$ cat config.mk
export PLATFORM = sky130hd
export DESIGN_NAME = pca_ctrl
export DESIGN_NICKNAME = d
export VERILOG_FILES = /design/src/hdl/pca_pkg.sv /design/src/hdl/pca_ctrl.sv
export SDC_FILE = /design/constraint.sdc
export NUM_CORES = 1
export LEC_CHECK = 0
export BUFFER_PORTS_ARGS = -buffer_cell sky130_fd_sc_hd__buf_2
export CAP_MARGIN = 20
export CELL_PAD_IN_SITES_DETAIL_PLACEMENT = 1
export CELL_PAD_IN_SITES_GLOBAL_PLACEMENT = 1
export CORE_MARGIN = 1
export CORE_UTILIZATION = 31
export DETAILED_ROUTE_END_ITERATION = 10
export PLACE_DENSITY = 0.78
export SYNTH_ARGS = -nofsm -noshare
export SYNTH_HDL_FRONTEND = slang
export SYNTH_SLANG_ARGS = --single-unit
export TNS_END_PERCENT = 30
$ cat constraint.sdc
create_clock -name clk -period 3 [get_ports clk]
set_input_delay 0.9 -clock clk [delete_from_list [all_inputs] [get_ports clk]]
set_output_delay 0.9 -clock clk [all_outputs]
set_load 0.02 [all_outputs]
$ cat src/hdl/pca_pkg.sv
`timescale 1ns / 1ps

package pca_pkg;

    localparam int PALETTE_SIZE_DEFAULT = 256;

    localparam logic [2:0] KIND_ALLOC  = 3'd0;
    localparam logic [2:0] KIND_LOOKUP = 3'd1;
    localparam logic [2:0] KIND_WRITE  = 3'd2;
    localparam logic [2:0] KIND_CLOSE  = 3'd3;
    localparam logic [2:0] KIND_FIXED  = 3'd4;

    localparam logic [1:0] OUTCOME_EXACT = 2'd0;
    localparam logic [1:0] OUTCOME_ALLOC = 2'd1;
    localparam logic [1:0] OUTCOME_NEAR  = 2'd2;
    localparam logic [1:0] OUTCOME_OTHER = 2'd3;

    localparam logic [7:0] FIX_RED_MASK   = 8'he0;
    localparam logic [7:0] FIX_GREEN_MASK = 8'h1c;
    localparam logic [7:0] FIX_BLUE_MASK  = 8'h03;

    localparam int DIST_W = 18;

    typedef struct packed {
        logic       capture;
        logic       sweep_clear;
        logic       sweep_fixed;
        logic       scan_rd;
        logic       single_rd;
        logic       single_wr;
        logic       alloc_wr;
        logic       set_full;
        logic       emit;
        logic [1:0] outcome;
    } dp_cmd_t;

    typedef struct packed {
        logic [2:0] kind;
        logic       sweep_last;
        logic       pipe_busy;
        logic       best_zero;
        logic       has_free;
        logic       out_free;
    } dp_status_t;

    // 3-3-2 palette entry for the low byte of an index, packed r,g,b
    function automatic logic [23:0] fixed_color(input logic [7:0] k);
        logic [7:0] r;
        logic [7:0] g;
        logic [7:0] b;
        r = k & FIX_RED_MASK;
        g = (k & FIX_GREEN_MASK) << 3;
        b = (k & FIX_BLUE_MASK) << 6;
        return {r, g, b};
    endfunction

endpackage

$ cat src/hdl/pca_ctrl.sv
`timescale 1ns / 1ps

module pca_ctrl (
    input  logic                clk,
    input  logic                rst_n,
    input  logic                req_valid,
    output logic                req_stall,
    input  pca_pkg::dp_status_t status,
    output pca_pkg::dp_cmd_t    cmd
);
    import pca_pkg::*;

    localparam logic [3:0] S_CLEAR  = 4'd0;
    localparam logic [3:0] S_IDLE   = 4'd1;
    localparam logic [3:0] S_DECODE = 4'd2;
    localparam logic [3:0] S_SCAN   = 4'd3;
    localparam logic [3:0] S_DRAIN  = 4'd4;
    localparam logic [3:0] S_DECIDE = 4'd5;
    localparam logic [3:0] S_FIXED  = 4'd6;
    localparam logic [3:0] S_READ   = 4'd7;
    localparam logic [3:0] S_RESP   = 4'd8;

    logic [3:0] state_reg;
    logic [3:0] state_next;

    always_ff @(posedge clk or negedge rst_n)
    begin
        if (!rst_n)
        begin
            state_reg <= S_CLEAR;
        end
        else
        begin
            state_reg <= state_next;
        end
    end

    always_comb
    begin
        state_next = state_reg;
        cmd        = '0;
        req_stall  = 1'b1;
        unique case (state_reg)
            S_CLEAR:
            begin
                cmd.sweep_clear = 1'b1;
                if (status.sweep_last)
                begin
                    state_next = S_IDLE;
                end
            end
            S_IDLE:
            begin
                req_stall = 1'b0;
                if (req_valid)
                begin
                    cmd.capture = 1'b1;
                    state_next  = S_DECODE;
                end
            end
            S_DECODE:
            begin
                unique case (status.kind)
                    KIND_ALLOC:
                    begin
                        state_next = S_SCAN;
                    end
                    KIND_FIXED:
                    begin
                        cmd.set_full = 1'b1;
                        state_next   = S_FIXED;
                    end
                    KIND_WRITE:
                    begin
                        cmd.single_wr = 1'b1;
                        state_next    = S_READ;
                    end
                    KIND_CLOSE:
                    begin
                        cmd.set_full = 1'b1;
                        state_next   = S_READ;
                    end
                    default:
                    begin
                        state_next = S_READ;
                    end
                endcase
            end
            S_SCAN:
            begin
                cmd.scan_rd = 1'b1;
                if (status.sweep_last)
                begin
                    state_next = S_DRAIN;
                end
            end
            S_DRAIN:
            begin
                if (!status.pipe_busy)
                begin
                    state_next = S_DECIDE;
                end
            end
            S_DECIDE:
            begin
                if (status.out_free)
                begin
                    cmd.emit   = 1'b1;
                    state_next = S_IDLE;
                    priority if (status.best_zero)
                    begin
                        cmd.outcome = OUTCOME_EXACT;
                    end
                    else if (status.has_free)
                    begin
                        cmd.outcome  = OUTCOME_ALLOC;
                        cmd.alloc_wr = 1'b1;
                    end
                    else
                    begin
                        cmd.outcome = OUTCOME_NEAR;
                    end
                end
            end
            S_FIXED:
            begin
                cmd.sweep_fixed = 1'b1;
                if (status.sweep_last)
                begin
                    state_next = S_READ;
                end
            end
            S_READ:
            begin
                cmd.single_rd = 1'b1;
                state_next    = S_RESP;
            end
            S_RESP:
            begin
                if (status.out_free)
                begin
                    cmd.emit    = 1'b1;
                    cmd.outcome = OUTCOME_OTHER;
                    state_next  = S_IDLE;
                end
            end
            default:
            begin
                state_next = S_IDLE;
            end
        endcase
    end

    // the best entry must be final before the allocate decision
    a_decide_after_drain: assert property (@(posedge clk) disable iff (!rst_n)
        (state_reg == S_DECIDE) |-> !status.pipe_busy)
        else $error("decision taken while scan pipeline busy");

    a_scan_follows_decode: assert property (@(posedge clk) disable iff (!rst_n)
        ((state_reg == S_SCAN) && ($past(state_reg) != S_SCAN))
            |-> ($past(state_reg) == S_DECODE) && ($past(status.kind) == KIND_ALLOC))
        else $error("scan started without an allocate transaction");

    a_emit_needs_room: assert property (@(posedge clk) disable iff (!rst_n)
        cmd.emit |-> status.out_free)
        else $error("result issued while output register full");

endmodule

==> metrics.md, run 1 <==
| Metric | Value |
|---|---|
| Count leader, synth | `nor2_1` |
| Rel. slew slack | `0.6657` |
| EDFF count, synth | `0` |
| Antenna viol nets, final | `0` |
| Syn nets | `71` |
| Initial Utilization | `0.3443` |
| Critical path class | `register to primary output` |
| PnR worst setup slack | `between 0.4 and 0.5 ns` |
| Fillers | `between 150 and 200` |
| Setup Skew | `0.007310 ns` |
| R2r setup slk | `~1.3 ns` |
| CP Data Arrival Time | `~1.7 ns` |
| Final Core Density | `0.4456` |
| Global placement routability congestion | `0.6900` |
| WL/cell | `13.61 µm` |
| Non-Filler Instances | `97` |
| CP max stage delay | `roughly 0.64 ns` |
| Routed WL | `1.320 mm` |
| Hold Slack | `about 0.45 ns` |
| Die Span Y | `~40 µm` |
| Status | `completed` |
| Number of port buffers | `22` |
| Worst Path Max Fanout | `16` |
| Antenna violations before repair | `0` |
| First-pass GRT wire length | `roughly 1.9 mm` |
| Synthesis-stage register bit count | `4` |
| Post-CTS Hold Buffers | `0` |
| VDD IR max | `0.5739 mV` |
| Type of destination of the critical path | `primary output` |
| Mapped Avg Cell Area | `7.653 µm²` |
| P&R area growth vs syn | `29.43%` |
| Largest register FFs | `4` |
| Dominant cell type by area after synthesis | `dfrtp_1` |
| Fin area | `594.3 µm²` |
| Slew @ Worst Pin | `about 0.50 ns` |
| Fin crit period | `2.581 ns` |
| Post-CTS sizing | `0` |
| Register area share after synthesis | `0.2180` |
| Netlist cell types | `30` |
| Gr ovfl total | `0` |
| I/O pin total | `23` |
| Placed cell area | `571.8 µm²` |
| NumNets Final | `95` |
| DR pass1 iterations | `2` |
| DR vias/cell | `about 5.4` |
| Detailed-route via count | `~530` |
| Total Routing Usage GR | `0.1884` |
| CTS buffer count | `3` |
| Worst-Skew Late Latency | `about 0.25 ns` |
| Ant diodes | `0` |
| Hpwl dp | `997.7 µm` |
| Largest net degree at the start of global routing | `17` |
| CP startpoint kind | `register` |
| R2R Path End | `state_reg[0]$_DFFE_PN0P_` |
| Chip Width | `between 40 and 50 µm` |
| CTS tree | `done` |
| Clk buf depth | `2` |
| Asr flop ratio synth | `1.000` |
| Worst path cell trace | `nor2b_1 > a22oi_1 > nor3b_1 > buf_2` |
| Mapped cell area | `459.2 µm²` |
| Htree depth | `1` |
| Initial DRC Count | `4` |
| Slowest stage cell on the critical path | `dfrtp_1` |
| Core footprint | `roughly 1300 µm²` |
| Setup tns final | `0 ns` |
| Die ar. | `1639 µm²` |
| Clock root cell | `clkbuf_4` |
| Hold Vio Cnt, Final | `0` |
| Num Clock Sinks | `4` |
| Max-slew violation count | `0` |
| Number of remaining DRC errors | `0` |
| Top_reg_cell synth | `dfrtp_1` |
| Part of the cycle the worst path needs | `0.8603` |
| Power density over the cells | `a little under 1000 nW/µm²` |
| Critical path required time | `roughly 2.1 ns` |
| Layout cells sized above 1 | `0.3537` |
| Maxcap violations | `0` |
| Worst R2R Path Depth | `5` |
| Placed insts | `between 90 and 100` |
| Static Leak | `0.2850 nW` |
| RSZ-0062 raised after global routing | `false` |
| Hold/Removal Path Class | `primary input to async pin` |
| Dpl ws | `0.4814 ns` |
| Number of synthesis warnings | `0` |
| Top post-synthesis cells by count | `9 x nor2_1, 7 x nand2_1, 4 x dfrtp_1` |
| Post-synth top area share | `0.2180` |
| Cell Rows | `13` |
| Setup bufs post-CTS | `0` |
| Final setup fails | `0` |
| Vias in the first global route | `460` |
| FF-to-FF Start | `state_reg[0]$_DFFE_PN0P_` |
| CTS clk-pin slew, worst paths | `0.04 ns` |
| Gate Count Post-Synth | `60` |
| Peak Freq | `about 390 MHz` |
| Top cells by area, synth | `dfrtp_1 22%, nor2_1 7.4%, a2111oi_4 6.0%` |
| Design Power | `0.5907 mW` |
## worst max path at each step
| stage | startpoint | end | slack (ns) |
|---|---|---|---|
| floorplan | status[7] | cmd[5] | 0.45 |
| global placement | status[6] | cmd[3] | 0.50 |
| detailed placement | status[6] | cmd[3] | 0.48 |
| CTS | state_reg[0]$_DFFE_PN0P_ | cmd[2] | 0.40 |
| global route | state_reg[0]$_DFFE_PN0P_ | cmd[2] | 0.26 |
| finish | state_reg[0]$_DFFE_PN0P_ | cmd[2] | 0.42 |
## kinds of logic (layout without fill, tap and decap cells)
| group | Yosys count | after routing | share of synthesized area |
|---|---|---|---|
| AO/OA/AOI/OAI | 14 | 14 | 0.2643 |
| XOR/XNOR | 1 | 1 | 0.01908 |
| buffers and inverters | 5 | 27 | 0.05991 |
| flip-flops | 4 | 4 | 0.2180 |
| multiplexers | 1 | 1 | 0.02180 |
| AND/OR/NAND/NOR | 35 | 35 | 0.4169 |
## power breakdown
part	total, mW	leakage [nW]	switching [mW]	internal (mW)
Clock	0.0723	0.0138	0.0272	0.0451
Combinational	0.373	0.221	0.219	0.154
Sequential	0.146	0.0505	0.0681	0.0775
## cells in the final DEF, fill, tap and decap left out, types with 2 or more instances in the layout
cell type  instances
a21oi_1            2
nor2b_1            2
o21ai_0            2
nand2b_1           3
dfrtp_1            4
clkbuf_4           3
o21ai_1            2
and3_1             3
nor4_1             3
nand2_1            7
nand4b_1           3
nor2_1             9
buf_2             22
## per-layer routing
layer | global-route usage | part of all wire | wire, µm
met1 | 0.2033 | 0.42 | 550
met2 | 0.3175 | 0.52 | 690
met3 | 0.01667 | 0.045 | 60
met4 | 0.1750 | 0.014 | 19
met5 | 0 | 0 | 0
## worst max-delay path: cells and delay by family (launching register included)
kind | cells | cell delay, ns
DFF | 1 | 0.64
and+or+nand+nor | 2 | 0.50
buffers and inverters | 1 | 0.19
AOI/OAI and AO/OA | 1 | 0.10
## layout make-up
cell class                 count  area, µm²  share of cell area
sequential                     4      100.1              0.1684
multi-input combinational     51      331.6              0.5579
tap                           15      18.77             0.03158
clock buffer                   3      22.52             0.03789
inverter                       1      3.754            0.006316
timing repair buffer          23      117.6              0.1979
Note: power is estimated with default switching activity, not from simulation.
==> run 2, diff against run 1 <==
--- a/config.mk
+++ b/config.mk
@@ -11,8 +11,9 @@
 export CELL_PAD_IN_SITES_GLOBAL_PLACEMENT = 1
 export CORE_MARGIN = 1
 export CORE_UTILIZATION = 31
+export CTS_CLUSTER_SIZE = 20
 export DETAILED_ROUTE_END_ITERATION = 10
-export PLACE_DENSITY = 0.78
+export PLACE_DENSITY_LB_ADDON = 0.05
 export SYNTH_ARGS = -nofsm -noshare
 export SYNTH_HDL_FRONTEND = slang
 export SYNTH_SLANG_ARGS = --single-unit
==> run 2 against run 1 <==
Compared with the run above: sequential share of layout area unchanged; final cell count stayed put; die area stayed put; total power decreased by 1.6%; via count is 1.3% higher; register-to-register slack gained 0.04 ns; largest cell class unchanged.
==> metrics.md, run 2 (synthesized netlist as in run 1, its figures left out) <==
| Metric | Value |
|---|---|
| Status | `completed` |
| Number of remaining DRC errors | `0 (unchanged)` |
| Sequential Area | `100.1 µm² (unchanged)` |
| Area of the multi-input gates | `331.6 µm² (unchanged)` |
| Vias in the first global route | `428 (-7.0%)` |
| Worst Path Max Fanout | `15 (-1)` |
| Most frequent cells in the layout | `22 x buf_2, 9 x nor2_1, 7 x nand2_1` |
| CTS buffer count | `3 (unchanged)` |
| Cell family with most CP delay | `flip-flops` |
| Design Power | `0.5814 mW (-1.6%)` |
| NumNets Final | `95 (unchanged)` |
| VDD IR max | `0.5617 mV (-2.1%)` |
| I/O pin total | `23 (unchanged)` |
| Worst-Skew Late Latency | `0.23 ns (-0.02 ns)` |
| WL/cell | `12.80 µm (-5.9%)` |
| Antenna violations before repair | `0 (unchanged)` |
| Static Leak | `0.2848 nW (about the same)` |
| Slew @ Worst Pin | `0.4695 ns (-0.03193 ns)` |
| Largest net degree at the start of global routing | `16 (-1)` |
| Number of port buffers | `22 (unchanged)` |
| CTS clk-pin slew, worst paths | `0.04 ns (about the same)` |
| Clk buf depth | `2 (unchanged)` |
| Chip Width | `40.49 µm (unchanged)` |
| Routed WL | `1.242 mm (-5.9%)` |
| Fillers | `184 (-6.1%)` |
| Detailed-route via count | `535 (+1.3%)` |
| Most common cell after layout, fill and taps aside | `buf_2` |
| Htree depth | `1 (unchanged)` |
| Hold Vio Cnt, Final | `0 (unchanged)` |
| CP max stage delay | `0.54 ns (-0.10 ns)` |
| Maxcap violations | `0 (unchanged)` |
| Initial Utilization | `0.3443 (unchanged)` |
| CP Data Arrival Time | `1.64 ns (-0.04 ns)` |
| Max-slew violation count | `0 (unchanged)` |
| Layout cells sized above 1 | `0.3537 (unchanged)` |
| Gr ovfl total | `0 (unchanged)` |
| RSZ-0062 raised after global routing | `false` |
| Peak Freq | `393.3 MHz (+1.5%)` |
| DR vias/cell | `5.515 (+1.3%)` |
| Fin crit period | `2.542 ns (-0.03847 ns)` |
| Worst path cell trace | `and2b_1 > nand4b_1 > o21ai_0 > buf_2` |
| Post-CTS sizing | `0 (unchanged)` |
| Rel. slew slack | `0.6870 (+0.02129)` |
| CTS tree | `done` |
| Setup tns final | `0 ns (unchanged)` |
| Hold/Removal Path Class | `primary input to async pin` |
| Type of destination of the critical path | `primary output` |
| Clock root cell | `clkbuf_4` |
| Ant diodes | `0 (unchanged)` |
| Die Span Y | `40.49 µm (unchanged)` |
| Antenna viol nets, final | `0 (unchanged)` |
| Global placement routability congestion | `0.7744 (+12%)` |
| Die ar. | `1639 µm² (unchanged)` |
| P&R area growth vs syn | `29.43% (unchanged)` |
| Slowest stage cell on the critical path | `dfrtp_1` |
| Power density over the cells | `978.3 nW/µm² (-1.6%)` |
| Num Clock Sinks | `4 (unchanged)` |
| Setup bufs post-CTS | `0 (unchanged)` |
| Post-CTS Hold Buffers | `0 (unchanged)` |
| Part of the cycle the worst path needs | `0.8474 (-0.01282)` |
| Final setup fails | `0 (unchanged)` |
| Critical path required time | `2.10 ns (about the same)` |
| Core footprint | `1334 µm² (unchanged)` |
| Largest register FFs | `4 (unchanged)` |
| First-pass GRT wire length | `1.863 mm (-3.2%)` |
| DR pass1 iterations | `3 (+1)` |
| CP startpoint kind | `register` |
| Initial DRC Count | `6 (+2)` |
| Critical path buffer and inverter count | `1 (unchanged)` |
| Critical path class | `register to primary output` |
| Total Routing Usage GR | `0.1777 (-0.01075)` |
| Cell Rows | `13 (unchanged)` |
| Setup Skew | `0.0004685 ns (-0.006841 ns)` |
| Hpwl dp | `946.7 µm (-5.1%)` |
run 2: cell type report:
| class | count | area share |
|---|---|---|
| clock buffer | 3 | 0.03789 |
| inverter | 1 | 0.006316 |
| multi-input combinational | 51 | 0.5579 |
| sequential | 4 | 0.1684 |
| tap | 15 | 0.03158 |
| timing repair buffer | 23 | 0.1979 |
run 2: final timing paths:
kind                       cells after the start  slack [ns]                startpoint                  endpoint
min                                            1        0.46                     rst_n  state_reg[1]$_DFFE_PN0P_
max reg2reg                                    5        1.33  state_reg[2]$_DFFE_PN0P_  state_reg[2]$_DFFE_PN0P_
max in group asynchronous                      1        2.43                     rst_n  state_reg[2]$_DFFE_PN0P_
max                                            4        0.46  state_reg[1]$_DFFE_PN0P_                    cmd[0]
min in group clk                               1        0.69  state_reg[3]$_DFFE_PN0P_  state_reg[1]$_DFFE_PN0P_
min reg2reg                                    1        0.69  state_reg[3]$_DFFE_PN0P_  state_reg[1]$_DFFE_PN0P_
run 2: metrics by stage:
step | setup slack [ns] | std cells | hold WS [ns] | instance area (µm²) | utilization
4_1_cts | 0.4088 | 97 | 0.4538 | 594.3 | 0.4456
3_3_place_gp | 0.5018 | 94 | 0.6831 | 571.8 | 0.4287
6_report | 0.4577 | 97 | 0.4633 | 594.3 | 0.4456
3_5_place_dp | 0.4925 | 94 | 0.6935 | 571.8 | 0.4287
5_1_grt | 0.3064 | 97 | 0.4560 | 594.3 | 0.4456
2_1_floorplan | 0.4512 | 60 | 0.5578 | 459.2 | -
run 2: power breakdown:
group | switching, mW | internal, mW
sequential | 0.0747 | 0.0776
clock | 0.0197 | 0.0446
combinational | 0.210 | 0.155
run 2: layer usage:
layer,vias to the layer above,routed length (µm),GRT usage
met5,-,0,0
met4,0,0,0.1250
met3,0,44,0.01667
met2,13,617,0.2817
met1,251,580,0.2219
li1,271,-,-
==> run 3, diff against run 2 <==
--- a/config.mk
+++ b/config.mk
@@ -10,7 +10,7 @@
 export CELL_PAD_IN_SITES_DETAIL_PLACEMENT = 1
 export CELL_PAD_IN_SITES_GLOBAL_PLACEMENT = 1
 export CORE_MARGIN = 1
-export CORE_UTILIZATION = 31
+export CORE_UTILIZATION = 29
 export CTS_CLUSTER_SIZE = 20
 export DETAILED_ROUTE_END_ITERATION = 10
 export PLACE_DENSITY_LB_ADDON = 0.05
==> constraint.sdc (replaced) <==
create_clock -name clk -period 2.4 [get_ports clk]
set_input_delay 0.72 -clock clk [delete_from_list [all_inputs] [get_ports clk]]
set_output_delay 0.72 -clock clk [all_outputs]
set_load 0.02 [all_outputs]
==> run 3 against run 2 <==
Compared with the run above: worst setup slack lost 0.29 ns; design area grew 4.4%; critical path depth is the same; critical path type unchanged; critical endpoint is now cmd[2].
==> metrics.md, run 3 (synthesized netlist as in run 1, its figures left out) <==
| Metric | Value |
|---|---|
| Status | `completed` |
| Setup bufs post-CTS | `0 (unchanged)` |
| Routed WL | `1.235 mm (-0.56%)` |
| Sequential share of power | `0.219 (-0.043)` |
| Detailed-route via count | `554 (+3.6%)` |
| Part of the cycle the worst path needs | `0.9297` |
| Final Core Density | `0.4489 (+0.003278)` |
| Setup tns final | `0 ns (unchanged)` |
| CTS buffer count | `3 (unchanged)` |
| Fin crit period | `between 2 and 2.5 ns` |
| WL/cell | `12.35 µm (-3.5%)` |
| Type of destination of the critical path | `primary output` |
| Hold Vio Cnt, Final | `0 (unchanged)` |
| Die ar. | `1746 µm² (+6.6%)` |
| Int Pwr | `0.3810 mW (+38%)` |
| Max-slew violation count | `0 (unchanged)` |
| Switch Pwr | `0.3893 mW (+28%)` |
| Clock root cell | `clkbuf_4` |
| I/O pin total | `23 (unchanged)` |
| Clk pwr share | `0.105 (-0.006)` |
| CTS clk-pin slew, worst paths | `0.04 ns (about the same)` |
| Rel. slew slack | `0.7320 (+0.04500)` |
| Antenna violations before repair | `0 (unchanged)` |
| Cell Rows | `13 (unchanged)` |
| Slowest stage cell on the critical path | `dfrtp_1` |
| Global placement routability congestion | `0.7994 (+3.2%)` |
| Critical path required time | `1.68 ns (-0.42 ns)` |
| CP startpoint kind | `register` |
| CP Data Arrival Time | `1.51 ns (-0.13 ns)` |
| Hold/Removal Path Class | `primary input to async pin` |
| Hold Slack | `0.2822 ns (-0.1811 ns)` |
| Post-CTS sizing | `0 (unchanged)` |
| Total Routing Usage GR | `0.1585 (-0.01922)` |
| Setup Skew | `0.001836 ns (+0.001368 ns)` |
| Fin area | `620.6 µm² (+4.4%)` |
| Num Clock Sinks | `4 (unchanged)` |
| Chip Width | `41.79 µm (+3.2%)` |
| Worst-Skew Late Latency | `0.23 ns (about the same)` |
| Gr ovfl total | `0 (unchanged)` |
| Final setup fails | `0 (unchanged)` |
| Fillers | `194 (+5.4%)` |
| Worst Path Max Fanout | `11 (-4)` |
| Most frequent cells in the layout | `22 x buf_2, 9 x nor2_1, 7 x nand2_1` |
| Critical path buffer and inverter count | `1 (unchanged)` |
| Clk buf depth | `2 (unchanged)` |
| Htree depth | `1 (unchanged)` |
| Vias in the first global route | `522 (+22%)` |
| Post-CTS Hold Buffers | `0 (unchanged)` |
| P&R area growth vs syn | `35.15%` |
| Largest net degree at the start of global routing | `12 (-4)` |
| Initial DRC Count | `3 (-3)` |
| Number of port buffers | `22 (unchanged)` |
| Most common cell after layout, fill and taps aside | `buf_2` |
| Critical path class | `register to primary output` |
| Worst path cell trace | `nor2b_1 > a22oi_1 > nor3b_1 > buf_2` |
| Layout cells sized above 1 | `0.4000 (+0.04634)` |
| First-pass GRT wire length | `2.159 mm (+16%)` |
| NumNets Final | `98 (+3.2%)` |
| Static Leak | `0.2990 nW (+5.0%)` |
| Cell family with most CP delay | `flip-flops` |
| Sw frac | `0.5054 (-0.01825)` |
| RSZ-0062 raised after global routing | `false` |
| Antenna viol nets, final | `0 (unchanged)` |
| CP max stage delay | `0.51 ns (-0.03 ns)` |
| Design Power | `0.7703 mW (+32%)` |
| VDD IR max | `0.6649 mV (+18%)` |
| Die Span Y | `41.79 µm (+3.2%)` |
| Core footprint | `1383 µm² (+3.7%)` |
| Number of remaining DRC errors | `0 (unchanged)` |
| Slew @ Worst Pin | `0.4020 ns (-0.06750 ns)` |
| Placed cell area | `594.3 µm² (+3.9%)` |
| Ant diodes | `0 (unchanged)` |
| Maxcap violations | `0 (unchanged)` |
| Gate power share | `0.676 (+0.049)` |
| Hpwl dp | `1.022 mm (+8.0%)` |
| DR pass1 iterations | `4 (+1)` |
| Largest register FFs | `4 (unchanged)` |
| Initial Utilization | `0.3321 (-0.01215)` |
| Power density over the cells | `1241 nW/µm² (+27%)` |
| DR vias/cell | `5.540 (+0.44%)` |
| Peak Freq | `448.2 MHz` |
| CTS tree | `done` |
-- run 3: changes by cell type in the layout (fill, tap and decap cells not counted) --
cell     change
dfrtp_2      +1
nor2b_1      -1
nor2b_2      +1
dfrtp_1      -1
buf_4        +3
-- run 3: through the flow --
stage / instances / worst slack (ns)
2_1_floorplan: 60 / 0.1555
3_3_place_gp: 97 / 0.2636
3_5_place_dp: 97 / 0.2247
4_1_cts: 100 / 0.1530
5_1_grt: 100 / 0.04456
6_report: 100 / 0.1688
-- run 3: power by group through the flow --
stage	Clock (mW)	Sequential [mW]	Combinational (mW)
after floorplan	0	0.131	0.406
after detailed placement	0	0.168	0.525
after global placement	0	0.168	0.519
after CTS	0.0843	0.166	0.526
after global routing	0.0887	0.178	0.581
final	0.0805	0.169	0.521
-- run 3: final cells by class --
class / count / area, µm² / area share
clock buffers: 3 / 22.52 / 0.03629
inverters: 1 / 3.754 / 0.006048
multi-input cells: 51 / 334.1 / 0.5383
flip-flops and latches: 4 / 101.3 / 0.1633
well taps: 15 / 18.77 / 0.03024
repair buffers: 26 / 140.1 / 0.2258
-- run 3: worst register-to-register path: cells and delay by family (launching register included) --
family                 cells  cell delay [ns]
AOI/OAI and AO/OA          3             0.74
and+or+nand+nor            2             0.13
DFF                        1             0.49
buffers and inverters      1             0.22
-- run 3: metal layers --
layer | part of all wire | global-route usage | vias to the layer above
met1 | 0.43 | 0.1885 | 265
met2 | 0.52 | 0.2625 | 15
met5 | 0 | 0 | -
li1 | - | - | 274
met4 | 0 | 0.09677 | 0
met3 | 0.040 | 0.02609 | 0
-- run 3: path summary, 6_finish.rpt --
path / from / to / slack, ns / cells after the start
hold / removal: rst_n / state_reg[0]$_DFFE_PN0P_ / 0.28 / 1
setup / recovery: state_reg[3]$_DFFE_PN0P_ / cmd[2] / 0.17 / 4
setup reg to reg: state_reg[0]$_DFFE_PN0P_ / state_reg[0]$_DFFE_PN0P_ / 0.76 / 6
max in group asynchronous: rst_n / state_reg[2]$_DFFE_PN0P_ / 1.99 / 1
min in group clk: state_reg[3]$_DFFE_PN0P_ / state_reg[1]$_DFFE_PN0P_ / 0.71 / 1
hold reg to reg: state_reg[3]$_DFFE_PN0P_ / state_reg[1]$_DFFE_PN0P_ / 0.71 / 1
